$ cat config.mk
export PLATFORM = sky130hd
export DESIGN_NAME = shape_collision_filter_core
export DESIGN_NICKNAME = d
export VERILOG_FILES = /design/src/rtl/scf_pkg.sv /design/src/rtl/shape_collision_filter_core.sv /design/src/rtl/scf_cell.sv /design/src/rtl/scf_cmp.sv
export SDC_FILE = /design/constraint.sdc
export NUM_CORES = 2
export LEC_CHECK = 0
export ABC_AREA = 1
export BUFFER_PORTS_ARGS = -buffer_cell sky130_fd_sc_hd__buf_2
export CAP_MARGIN = 20
export CORE_MARGIN = 2
export CORE_UTILIZATION = 49
export CTS_BUF_LIST = sky130_fd_sc_hd__clkbuf_8
export DETAILED_ROUTE_END_ITERATION = 16
export SLEW_MARGIN = 20
export SYNTH_ARGS = -nofsm -noshare
export SYNTH_HDL_FRONTEND = slang
export SYNTH_SLANG_ARGS = --single-unit
$ cat constraint.sdc
create_clock -name clk -period 16.2 [get_ports clk]
set_clock_uncertainty 0.1 [all_clocks]
set_input_delay 0.81 -clock clk [delete_from_list [all_inputs] [get_ports clk]]
set_output_delay 0.81 -clock clk [all_outputs]
set_load 0.1 [all_outputs]
$ cat src/rtl/scf_pkg.sv
// Shared types, field widths and the accept filter for the collision filter.
// No dependencies; used by every file of the block.
package scf_pkg;

	localparam int POS_W     = 16;
	localparam int DIM_W     = 15;
	localparam int NUM_W     = 4;
	localparam int MASK_W    = 16;
	localparam int OUT_SLOTS = 16;

	// One collider as it is held in a ring cell.
	typedef struct packed {
		logic signed [POS_W-1:0] x;
		logic signed [POS_W-1:0] y;
		logic [DIM_W-1:0]        w;
		logic [DIM_W-1:0]        h;
		logic [DIM_W-1:0]        r;
		logic                    circ;
		logic [NUM_W-1:0]        layer;
		logic [NUM_W-1:0]        tag;
		logic [MASK_W-1:0]       acc_l;
		logic [MASK_W-1:0]       acc_t;
	} entry_t;

	// Outcome of one pair test, leaving the compare pipeline.
	typedef struct packed {
		logic valid;
		logic hit;
		logic mine;
		logic theirs;
	} cmp_res_t;

	// All ones accepts everything; otherwise the number must be in range and its bit set.
	function automatic logic accepts(input logic [MASK_W-1:0] mask, input logic [NUM_W-1:0] n,
			input int limit);
		return (mask == {MASK_W{1'b1}}) || ((int'(n) < limit) && mask[n]);
	endfunction

endpackage

$ cat src/rtl/shape_collision_filter_core.sv
// Top level of the collision filter: ring of collider cells plus pair tester.
// Depends on scf_pkg, scf_cell and scf_cmp.
//
//   channel | direction | handshake           | payload
//   --------+-----------+---------------------+-----------------------------------------
//   input   | in        | in_valid / in_ready | first, pos_x, pos_y, box_width,
//           |           |                     | box_height, radius, is_circle, layer,
//           |           |                     | tag, accepts_layers, accepts_tags
//   result  | out       | out_valid/out_ready | slot, hits_mask, hit_by_mask, overflow
//
// Sequencing: an accepted item makes one full turn of the cell ring, feeding the
//   three-stage pair tester, then a done step; an overflow item goes straight to the
//   done step. No new item is accepted until the block is idle again.
// Reset: clears the fill count, the sequencer and the result valid; cell contents
//   are left as they are and only cells below the fill count are ever used.
// Stalls: a held result only keeps the next item waiting in its done step.
module shape_collision_filter_core #(
	parameter int MAX_COLLIDERS = 16,
	parameter int NUM_LAYERS    = 16,
	parameter int NUM_TAGS      = 16
) (
	input  logic        clk,
	input  logic        arst_n,
	input  logic        in_valid,
	output logic        in_ready,
	input  logic        first,
	input  logic signed [15:0] pos_x,
	input  logic signed [15:0] pos_y,
	input  logic [14:0] box_width,
	input  logic [14:0] box_height,
	input  logic [14:0] radius,
	input  logic        is_circle,
	input  logic [3:0]  layer,
	input  logic [3:0]  tag,
	input  logic [15:0] accepts_layers,
	input  logic [15:0] accepts_tags,
	output logic        out_valid,
	input  logic        out_ready,
	output logic [3:0]  slot,
	output logic [15:0] hits_mask,
	output logic [15:0] hit_by_mask,
	output logic        overflow
);

	localparam int IW  = $clog2(MAX_COLLIDERS);
	localparam int CW  = $clog2(MAX_COLLIDERS + 1);
	localparam int STW = $clog2(MAX_COLLIDERS + 3);
	localparam logic [STW-1:0] STEP_FEED = STW'(MAX_COLLIDERS);
	localparam logic [STW-1:0] STEP_LAST = STW'(MAX_COLLIDERS + 2);

	localparam logic [1:0] ST_IDLE = 2'd0;
	localparam logic [1:0] ST_RUN  = 2'd1;
	localparam logic [1:0] ST_DONE = 2'd2;

	logic [1:0]     state_q;
	logic [STW-1:0] step_q;
	logic [CW-1:0]  count_q;
	logic           ovf_q;
	scf_pkg::entry_t query_q;
	logic [15:0]    hits_q, hitby_q;

	logic [3:0]     slot_q;
	logic [15:0]    hits_out_q, hitby_out_q;
	logic           ovf_out_q;
	logic           out_valid_q;

	scf_pkg::entry_t   in_entry;
	scf_pkg::entry_t   cell_q [MAX_COLLIDERS];
	scf_pkg::cmp_res_t res;
	logic [IW-1:0]     res_idx;

	logic           accept, feeding, shift, feed_valid, finish;
	logic [CW-1:0]  eff_count;

	always_comb begin
		in_entry.x     = pos_x;
		in_entry.y     = pos_y;
		in_entry.w     = box_width;
		in_entry.h     = box_height;
		in_entry.r     = radius;
		in_entry.circ  = is_circle;
		in_entry.layer = layer;
		in_entry.tag   = tag;
		in_entry.acc_l = accepts_layers;
		in_entry.acc_t = accepts_tags;
	end

	assign in_ready   = (state_q == ST_IDLE);
	assign accept     = in_valid && in_ready;
	assign eff_count  = first ? '0 : count_q;
	assign feeding    = (state_q == ST_RUN) && (step_q < STEP_FEED);
	assign shift      = feeding;
	// the ring holds slot step_q in cell 0 while feeding; only filled slots count
	assign feed_valid = feeding && (step_q < STW'(count_q));
	assign finish     = (state_q == ST_DONE) && (!out_valid_q || out_ready);

	// ring of cells: each takes its upper neighbour's collider, cell 0 feeds the tester.
	// After a full turn the ring is aligned again and cell i holds slot i.
	for (genvar i = 0; i < MAX_COLLIDERS; i++) begin : g_cell
		scf_cell u_cell (
			.clk       (clk),
			.shift     (shift),
			.load      (finish && !ovf_q && (count_q == CW'(i))),
			.from_next (cell_q[(i + 1) % MAX_COLLIDERS]),
			.new_entry (query_q),
			.entry     (cell_q[i])
		);
	end

	scf_cmp #(
		.IW         (IW),
		.NUM_LAYERS (NUM_LAYERS),
		.NUM_TAGS   (NUM_TAGS)
	) u_cmp (
		.clk      (clk),
		.arst_n   (arst_n),
		.in_valid (feed_valid),
		.in_idx   (step_q[IW-1:0]),
		.stored   (cell_q[0]),
		.query    (query_q),
		.res      (res),
		.res_idx  (res_idx)
	);

	// item payload: no reset
	always_ff @(posedge clk) begin
		if (accept) begin
			query_q <= in_entry;
		end
	end

	// sequencer, fill count and mask accumulation
	always_ff @(posedge clk or negedge arst_n) begin
		if (!arst_n) begin
			state_q <= ST_IDLE;
			step_q  <= '0;
			count_q <= '0;
			ovf_q   <= 1'b0;
			hits_q  <= '0;
			hitby_q <= '0;
		end else begin
			case (state_q)
				ST_IDLE: begin
					if (accept) begin
						count_q <= eff_count;
						ovf_q   <= (eff_count >= CW'(MAX_COLLIDERS));
						step_q  <= '0;
						hits_q  <= '0;
						hitby_q <= '0;
						state_q <= (eff_count >= CW'(MAX_COLLIDERS)) ? ST_DONE : ST_RUN;
					end
				end
				ST_RUN: begin
					// slots above fifteen have no mask bit
					if (res.valid && res.hit && (int'(res_idx) < scf_pkg::OUT_SLOTS)) begin
						if (res.mine) hits_q[4'(res_idx)] <= 1'b1;
						if (res.theirs) hitby_q[4'(res_idx)] <= 1'b1;
					end
					if (step_q == STEP_LAST) begin
						state_q <= ST_DONE;
					end else begin
						step_q <= step_q + 1'b1;
					end
				end
				ST_DONE: begin
					if (finish) begin
						if (!ovf_q) count_q <= count_q + 1'b1;
						state_q <= ST_IDLE;
					end
				end
				default: begin
					state_q <= ST_IDLE;
				end
			endcase
		end
	end

	// result register
	always_ff @(posedge clk or negedge arst_n) begin
		if (!arst_n) begin
			out_valid_q <= 1'b0;
		end else if (finish) begin
			out_valid_q <= 1'b1;
		end else if (out_ready) begin
			out_valid_q <= 1'b0;
		end
	end

	always_ff @(posedge clk) begin
		if (finish) begin
			slot_q      <= ovf_q ? 4'd0 : 4'(count_q);
			hits_out_q  <= ovf_q ? 16'd0 : hits_q;
			hitby_out_q <= ovf_q ? 16'd0 : hitby_q;
			ovf_out_q   <= ovf_q;
		end
	end

	assign out_valid   = out_valid_q;
	assign slot        = slot_q;
	assign hits_mask   = hits_out_q;
	assign hit_by_mask = hitby_out_q;
	assign overflow    = ovf_out_q;

	// checks
	a_count_bound: assert property (@(posedge clk) disable iff (!arst_n)
		count_q <= CW'(MAX_COLLIDERS))
		else $error("fill count beyond store depth");

	a_res_in_run: assert property (@(posedge clk) disable iff (!arst_n)
		res.valid |-> (state_q == ST_RUN))
		else $error("pair result outside a ring turn");

	a_ovf_zero: assert property (@(posedge clk) disable iff (!arst_n)
		(out_valid && overflow) |-> (hits_mask == 16'd0 && hit_by_mask == 16'd0 && slot == 4'd0))
		else $error("overflow result with non-zero fields");

	a_rise_done: assert property (@(posedge clk) disable iff (!arst_n)
		$rose(out_valid) |-> ($past(state_q) == ST_DONE))
		else $error("result raised outside the done step");

endmodule

$ cat src/rtl/scf_cell.sv
// One cell of the collider ring: holds one stored collider.
// Depends on scf_pkg.
module scf_cell (
	input  logic           clk,
	input  logic           shift,
	input  logic           load,
	input  scf_pkg::entry_t from_next,
	input  scf_pkg::entry_t new_entry,
	output scf_pkg::entry_t entry
);

	scf_pkg::entry_t entry_q;

	// Payload only: contents are undefined until written.
	always_ff @(posedge clk) begin
		if (load) begin
			entry_q <= new_entry;
		end else if (shift) begin
			entry_q <= from_next;
		end
	end

	assign entry = entry_q;

endmodule

$ cat src/rtl/scf_cmp.sv
// Three-stage pair tester: filter, box/box overlap, clamped squared distance.
// Depends on scf_pkg.
module scf_cmp #(
	parameter int IW         = 4,
	parameter int NUM_LAYERS = 16,
	parameter int NUM_TAGS   = 16
) (
	input  logic             clk,
	input  logic             arst_n,
	input  logic             in_valid,
	input  logic [IW-1:0]    in_idx,
	input  scf_pkg::entry_t  stored,
	input  scf_pkg::entry_t  query,
	output scf_pkg::cmp_res_t res,
	output logic [IW-1:0]    res_idx
);

	// stage 1: filters, box ends, pick circle and partner
	logic signed [17:0] o_x, o_y, n_x, n_y, o_xe, o_ye, n_xe, n_ye;
	logic               both_box, both_circ, bb_hit, mine, theirs;
	logic signed [17:0] c_x, c_y, p_x, p_y, p_xe, p_ye;
	logic [15:0]        thr;

	always_comb begin
		o_x  = 18'(stored.x);
		o_y  = 18'(stored.y);
		n_x  = 18'(query.x);
		n_y  = 18'(query.y);
		o_xe = o_x + 18'(stored.w);
		o_ye = o_y + 18'(stored.h);
		n_xe = n_x + 18'(query.w);
		n_ye = n_y + 18'(query.h);
		both_box  = !stored.circ && !query.circ;
		both_circ = stored.circ && query.circ;
		bb_hit = (o_x < n_xe) && (o_xe > n_x) && (o_y < n_ye) && (o_ye > n_y);
		mine   = scf_pkg::accepts(query.acc_l, stored.layer, NUM_LAYERS) &&
			scf_pkg::accepts(query.acc_t, stored.tag, NUM_TAGS);
		theirs = scf_pkg::accepts(stored.acc_l, query.layer, NUM_LAYERS) &&
			scf_pkg::accepts(stored.acc_t, query.tag, NUM_TAGS);
		// circle is the query when it is one, else the stored entry
		if (query.circ) begin
			c_x = n_x;  c_y = n_y;
			p_x = o_x;  p_y = o_y;  p_xe = o_xe;  p_ye = o_ye;
		end else begin
			c_x = o_x;  c_y = o_y;
			p_x = n_x;  p_y = n_y;  p_xe = n_xe;  p_ye = n_ye;
		end
		if (both_circ) begin
			thr = 16'(stored.r) + 16'(query.r);
		end else begin
			thr = query.circ ? 16'(query.r) : 16'(stored.r);
		end
	end

	logic               v_s1, v_s2, v_s3;
	logic [IW-1:0]      idx_s1, idx_s2, idx_s3;
	logic               bb_s1, bbhit_s1, cc_s1, mine_s1, theirs_s1;
	logic signed [17:0] cx_s1, cy_s1, px_s1, py_s1, pxe_s1, pye_s1;
	logic [15:0]        thr_s1;

	always_ff @(posedge clk) begin
		idx_s1    <= in_idx;
		bb_s1     <= both_box;
		bbhit_s1  <= bb_hit;
		cc_s1     <= both_circ;
		mine_s1   <= mine;
		theirs_s1 <= theirs;
		cx_s1     <= c_x;
		cy_s1     <= c_y;
		px_s1     <= p_x;
		py_s1     <= p_y;
		pxe_s1    <= p_xe;
		pye_s1    <= p_ye;
		thr_s1    <= thr;
	end

	// stage 2: clamp to the box (or take the other centre), absolute distance
	logic signed [17:0] near_x, near_y, dx, dy, ax, ay;

	always_comb begin
		if (cc_s1) begin
			near_x = px_s1;
			near_y = py_s1;
		end else begin
			near_x = (cx_s1 < px_s1) ? px_s1 : ((cx_s1 > pxe_s1) ? pxe_s1 : cx_s1);
			near_y = (cy_s1 < py_s1) ? py_s1 : ((cy_s1 > pye_s1) ? pye_s1 : cy_s1);
		end
		dx = cx_s1 - near_x;
		dy = cy_s1 - near_y;
		ax = (dx < 0) ? -dx : dx;
		ay = (dy < 0) ? -dy : dy;
	end

	logic        bb_s2, bbhit_s2, mine_s2, theirs_s2;
	logic [15:0] adx_s2, ady_s2, thr_s2;

	always_ff @(posedge clk) begin
		idx_s2    <= idx_s1;
		bb_s2     <= bb_s1;
		bbhit_s2  <= bbhit_s1;
		mine_s2   <= mine_s1;
		theirs_s2 <= theirs_s1;
		adx_s2    <= ax[15:0];
		ady_s2    <= ay[15:0];
		thr_s2    <= thr_s1;
	end

	// stage 3: squares
	logic        bb_s3, bbhit_s3, mine_s3, theirs_s3;
	logic [31:0] dxx_s3, dyy_s3, thr2_s3;

	always_ff @(posedge clk) begin
		idx_s3    <= idx_s2;
		bb_s3     <= bb_s2;
		bbhit_s3  <= bbhit_s2;
		mine_s3   <= mine_s2;
		theirs_s3 <= theirs_s2;
		dxx_s3    <= 32'(adx_s2) * 32'(adx_s2);
		dyy_s3    <= 32'(ady_s2) * 32'(ady_s2);
		thr2_s3   <= 32'(thr_s2) * 32'(thr_s2);
	end

	always_ff @(posedge clk or negedge arst_n) begin
		if (!arst_n) begin
			v_s1 <= 1'b0;
			v_s2 <= 1'b0;
			v_s3 <= 1'b0;
		end else begin
			v_s1 <= in_valid;
			v_s2 <= v_s1;
			v_s3 <= v_s2;
		end
	end

	always_comb begin
		res.valid  = v_s3;
		res.mine   = mine_s3;
		res.theirs = theirs_s3;
		res.hit    = bb_s3 ? bbhit_s3 : ((33'(dxx_s3) + 33'(dyy_s3)) < 33'(thr2_s3));
	end

	assign res_idx = idx_s3;

endmodule
Word level (Yosys, flattened, before mapping)
Index checks and enable logic that the tools add are counted.
Cells by class
  order comparisons: 20
  $mul: 3
  equal/unequal tests: 30
  add/sub/neg operators: 12
  muxes and demuxes: 81
  bitwise gates (word level): 2
  reductions and logical operators: 66
Operators with widths (number)
  two-way mux 118 bit: 32
  two-way mux 18 bit: 12
  two-way mux 16 bit: 8
  multiplier 16 x 16 -> 32 bit: 3
  adder 16 x 16 -> 17 bit: 4
  equality test 16 bit (second input constant): 4
  one-hot mux 16 bit (2 select lines): 2
  equality test 5 x 4 -> 1 bit (second input constant): 8
  nonzero test 2 bit: 19
  > comparator 18 bit: 2
  < comparator 18 x 1 -> 1 bit (second input constant): 2
  < comparator 18 bit: 2
  subtractor 18 bit: 2
  > comparator 17 x 16 -> 1 bit: 2
  < comparator 16 x 17 -> 1 bit: 2
  adder 32 x 32 -> 33 bit: 1
  < comparator 33 x 32 -> 1 bit: 1
  negation 16 bit: 2
  bitwise OR 16 bit: 2
  logical AND 1 bit: 30
  two-way mux 5 bit: 6
  < comparator 4 x 5 -> 1 bit (second input constant): 5
  equality test 5 x 3 -> 1 bit (second input constant): 4
  one-hot mux 5 bit (2 select lines): 2
  26 further kinds: 57
Word-level totals
  word-level logic and storage cells: 427
  flip-flop bits (word level): 2385
  input bits: 123

Logic depth before layout (Yosys ltp)
  depth in word-level cells: 8
  gate-level depth with buffers: 33

Modules after synthesis
Synthesis repeated with hierarchy kept, for this count alone.
Unflattened totals
  cells, all modules: 14181
  area total of the unflattened synthesis: 129859.5 um^2
Modules (own cells, without submodules)
  scf_cell: instances 16, seq. area each 3543.4 um^2, area each 5003.5 um^2, cells an instance 499
  scf_cmp: instances 1, seq. area each 5680.4 um^2, area each 42532.0 um^2, cells an instance 5684
  shape_collision_filter_core: instances 1, seq. area each 5805.6 um^2, area each 7270.7 um^2, cells an instance 513

Worst setup path before layout
OpenSTA, ideal clock, no wires.
  path kind: reg2reg
  from: register state_q[1]
  to: register g_cell[12].u_cell.entry_q (netlist bit g_cell[12].u_cell.entry[0]) (enable)
  path buffers: 1
  required time: 15.619 ns
  clock period less this slack: 7.661 ns
  slack: 8.539 ns
  arrival: 7.080 ns
  cell stages (with the launch flop): 11
  setup time: 0.481 ns
  cell sequence: dfrtp_1 -> nor2_1 -> nand2_1 -> inv_2 -> o22ai_2 -> nor2_4 -> inv_4 -> nor4_2 -> inv_2 -> clkbuf_1 -> nand2_1
Between the ends
  word-level cells in the longest chain between the ends: 5
  elaborated cells between the ends (all ways): 7
RTL lines
  from (decl): RTL line shape_collision_filter_core.sv:55  | logic [1:0] state_q;
  from (signal assigned): RTL line shape_collision_filter_core.sv:150  | state_q <= (eff_count >= CW'(MAX_COLLIDERS)) ? ST_DONE : ST_RUN;
  equality test 2 bit: RTL line shape_collision_filter_core.sv:95  | assign finish = (state_q == ST_DONE) && (!out_valid_q || out_ready);
  logical AND 1 bit: RTL line shape_collision_filter_core.sv:95
  logical AND 1 bit (2 in a row): RTL line shape_collision_filter_core.sv:103  | .load (finish && !ovf_q && (count_q == CW'(i))),
  nonzero test 2 bit (no line) (*)
  to (signal assigned): RTL line scf_cell.sv:17  | entry_q <= new_entry;
  to (signal assigned): RTL line scf_cell.sv:19  | entry_q <= from_next;
  to (decl): RTL line scf_cell.sv:12  | scf_pkg::entry_t entry_q;
Mark *: on every way between the ends. The rest lies on a longest branch, timed or not.
A chain may end at the register's enable or synchronous reset.

Worst setup path in the final report
  from: register u_cmp.thr_s2[3]
  to: register u_cmp.thr2_s3[28]
Between the ends
  word-level cells in the longest chain between the ends: 1
RTL lines
  from (decl): RTL line scf_cmp.sv:95  | logic [15:0] adx_s2, ady_s2, thr_s2;
  from (signal assigned): RTL line scf_cmp.sv:105  | thr_s2 <= thr_s1;
  multiplier 16 x 16 -> 32 bit: RTL line scf_cmp.sv:120  | thr2_s3 <= 32'(thr_s2) * 32'(thr_s2);
  to (signal assigned): RTL line scf_cmp.sv:120
  to (decl): RTL line scf_cmp.sv:110  | logic [31:0] dxx_s3, dyy_s3, thr2_s3;
Every way passes these cells.

==> results.md <==
- Unrepaired setup endpoints after global routing: no
- GRT Resource Usage Total: 0.2483
- FF+latch count, synth: 2372
- Drt total wl: 326600 um
- Die height: between 500 and 600 um
- Avg Synthesized Cell Area: 10.39 um2
- Setup TNS: 0 ns
- Core area: 254600 um2
- Initial Utilization: 0.4940
- Asr flop ratio synth: 0.02066
- Rel. slew slack: 0.2394
- Synth Net Count: between 10000 and 15000
- Wire length per cell: 20.58 um
- WS Path Type: reg -> reg
- Most frequent cell after synthesis: nand2_1
- Vias in the first global route: around 87000
- Final core occ: 0.5344
- Max-Cap Viols: 0
- Fraction of layout cells with a size suffix above 1: 0.06974
- Hold WC Path Type: reg -> reg
- First drt pass iteration count: 6
- Row count: 185
- Critical Path AT: between 7 and 8 ns
- Via count: 86630
- Chip width: 510.6 um
- Synth unique cells: 59
- Layout area overhead: 8.180%
- First-pass GRT wire length: 508300 um
- PostCTS Resize Cnt: 0
- Clk sink count: 2372
- CTS tree: done
- Worst-Skew Late Latency: 1.03 ns
- DIE AREA: 260700 um2
- Dpl hpwl: 205800 um
- Final Max Slew Viols: 0
- Crit-path max cell delay: 0.80 ns
- Worst path cell trace: nand2_1, fa_1, fa_1, inv_1, fa_1, inv_1, fa_1, inv_1, fa_1, inv_1, fa_1, inv_1, ha_1, nand2_1, inv_1, a21oi_1, nand3_1, a21boi_1, o21bai_1, a21oi_1, o21ai_1, nand2_1, nand2_1, xor2_1
- GPL Wtd Cong: 0.8893
- Top post-synthesis cells by count: nand2_1, edfxtp_1, o21ai_0
- WP data required: 16.95 ns
- Post-synth EDFFs: 2043
- Final period utilization: 0.4052
- Area contributors post-synth: edfxtp_1, nand2_1, fa_1
- Fin. Hold Viols: 0
- Synth warn: 0
- Setup crit end kind: flip-flop
- Post-synth top area share: 0.4878
- Finished layout cell area: around 140000 um2
- Initial DRC Count: 7594
- Post-synthesis sequential area ratio: 0.5421
- Syn Std Cell Area: 125800 um2
- Fmax: 0.1524 GHz
- CP max stage cell: dfxtp_1
- Final #Nets: 13410
- Ys flop type: edfxtp_1
- Final min period: around 6.6 ns
- Antenna violations before repair: 8
- Largest net degree at the start of global routing: 183
- Worst hold slack: roughly 0.18 ns
- Max Root-Sink Buffers: 4
- IO Count: 162
- Post-route ant nets: 0
- Synth area leader: edfxtp_1
- Total CTS buffers: 397
- Port Buffers: 161
- Status: finished clean
- Crit-path max FO: 16
- GRT overflow: 0
- Post-Synthesis Cells: roughly 12000
- Slew @ Worst Pin: 1.141 ns
- Routed vias/inst: 5.459
- Maximum level of the CTS H-tree: 5
- CP Launch Type: flip-flop
- CTS clk-pin slew, worst paths: 0.06 ns
- Area after DPL: 127600 um2
- DR DRC count: 0
- Final Setup Violations: 0
- CTS root buffer: clkbuf_8
- Layout fillers: approximately 23000
critical path, delay by kind of cell, from the launching register on:
kind	cells	cell delay, ns
adder cells (fa/ha/maj)	7	3.41
AND/OR/NAND/NOR	5	0.69
AO/OA/AOI/OAI	5	0.97
XOR/XNOR	1	0.15
buffers and inverters	6	0.31
flip-flops	1	0.80
layout by cell type, fill, tap and decap left out, drive strengths merged, types with 5 or more instances in the layout:
master,n
edfxtp,2043
a22oi,13
clkbuf,409
xnor2,76
o221ai,14
diode,12
a221oi,5
clkinv,165
a21oi,356
o31ai,13
ha,611
clkinvlp,14
nor4,13
or2,9
o21a,13
a31oi,13
nand4,38
inv,1533
o21bai,23
o2111ai,5
dfrtp,49
fa,500
o211ai,27
nand2,2998
dlygate4sd3,121
dfxtp,280
buf,239
a21o,17
xor2,172
nand3,144
nor2,263
bufinv,7
o21ai,2208
a21boi,16
nor3,55
a211oi,8
registers in the layout, summed over array words and instances (netlist names), 17 cells and up:
signal	cells
u_cmp.thr2_s3	31
g_cell.u_cell.entry	1888
u_cmp.pye_s1	17
query_q	118
u_cmp.dyy_s3	31
u_cmp.pxe_s1	17
u_cmp.dxx_s3	31
kinds of logic (layout without fill, tap and decap cells):
kind of cell / Yosys count / after routing / share of synthesized area
other cells: 0 / 12 / 0
flops: 2372 / 2372 / 0.5421
simple gates: 3526 / 3526 / 0.1096
xor+xnor: 248 / 248 / 0.01727
compound gates: 2745 / 2745 / 0.1157
fa+ha+maj: 1111 / 1111 / 0.1404
buf+inv: 2106 / 2488 / 0.07495
path summary, 6_finish.rpt:
path / slack (ns) / depth (start not counted) / endpoint / start
worst max-delay path: 9.64 / 24 / u_cmp.thr2_s3[28]$_DFF_P_ / u_cmp.thr_s2[3]$_DFF_P_
min in group asynchronous: 0.43 / 3 / hits_q[3]$_DFFE_PN0P_ / arst_n
worst min register to register: 0.18 / 0 / u_cmp.idx_s2[3]$_DFF_P_ / u_cmp.idx_s1[3]$_DFF_P_
worst min-delay path: 0.18 / 0 / u_cmp.idx_s2[3]$_DFF_P_ / u_cmp.idx_s1[3]$_DFF_P_
worst max register to register: 9.64 / 24 / u_cmp.thr2_s3[28]$_DFF_P_ / u_cmp.thr_s2[3]$_DFF_P_
max in group asynchronous: 15.06 / 3 / hitby_q[4]$_DFFE_PN0P_ / arst_n
area by class of cell:
type                    count  area [um2]  share of cell area
flip-flops and latches   2372       68180              0.5011
multi-input cells        7630       48390              0.3557
clock buffers             409        5629             0.04137
inverters                1417        5341             0.03926
well taps                3366        4212             0.03095
repair buffers            360        2706             0.01989
clock inverters           302        1568             0.01152
diodes                     12       30.03           0.0002207
repair_timing:
item,CTS,global route
hold endpoints to repair,169,0
setup buffers,0,0
hold buffers,121,0
layer usage:
layer  GRT usage  share of wire  vias to the layer above
met5           0              0                        -
li1            -              -                    40750
met2      0.4169           0.48                     2791
met3     0.03308          0.065                      495
met4     0.06424          0.023                        0
met1      0.3404           0.43                    42590
through the flow:
stage               worst slack [ns]  cells
floorplan                      8.539  12110
global placement               9.581  15020
detailed placement             9.464  15020
CTS                            9.602  15860
global route                   9.196  15870
finish                         9.636  15870
Power is left out: the tool's default activity adds up to more than one toggle a clock period on the data nets, which glitch-free logic cannot reach.
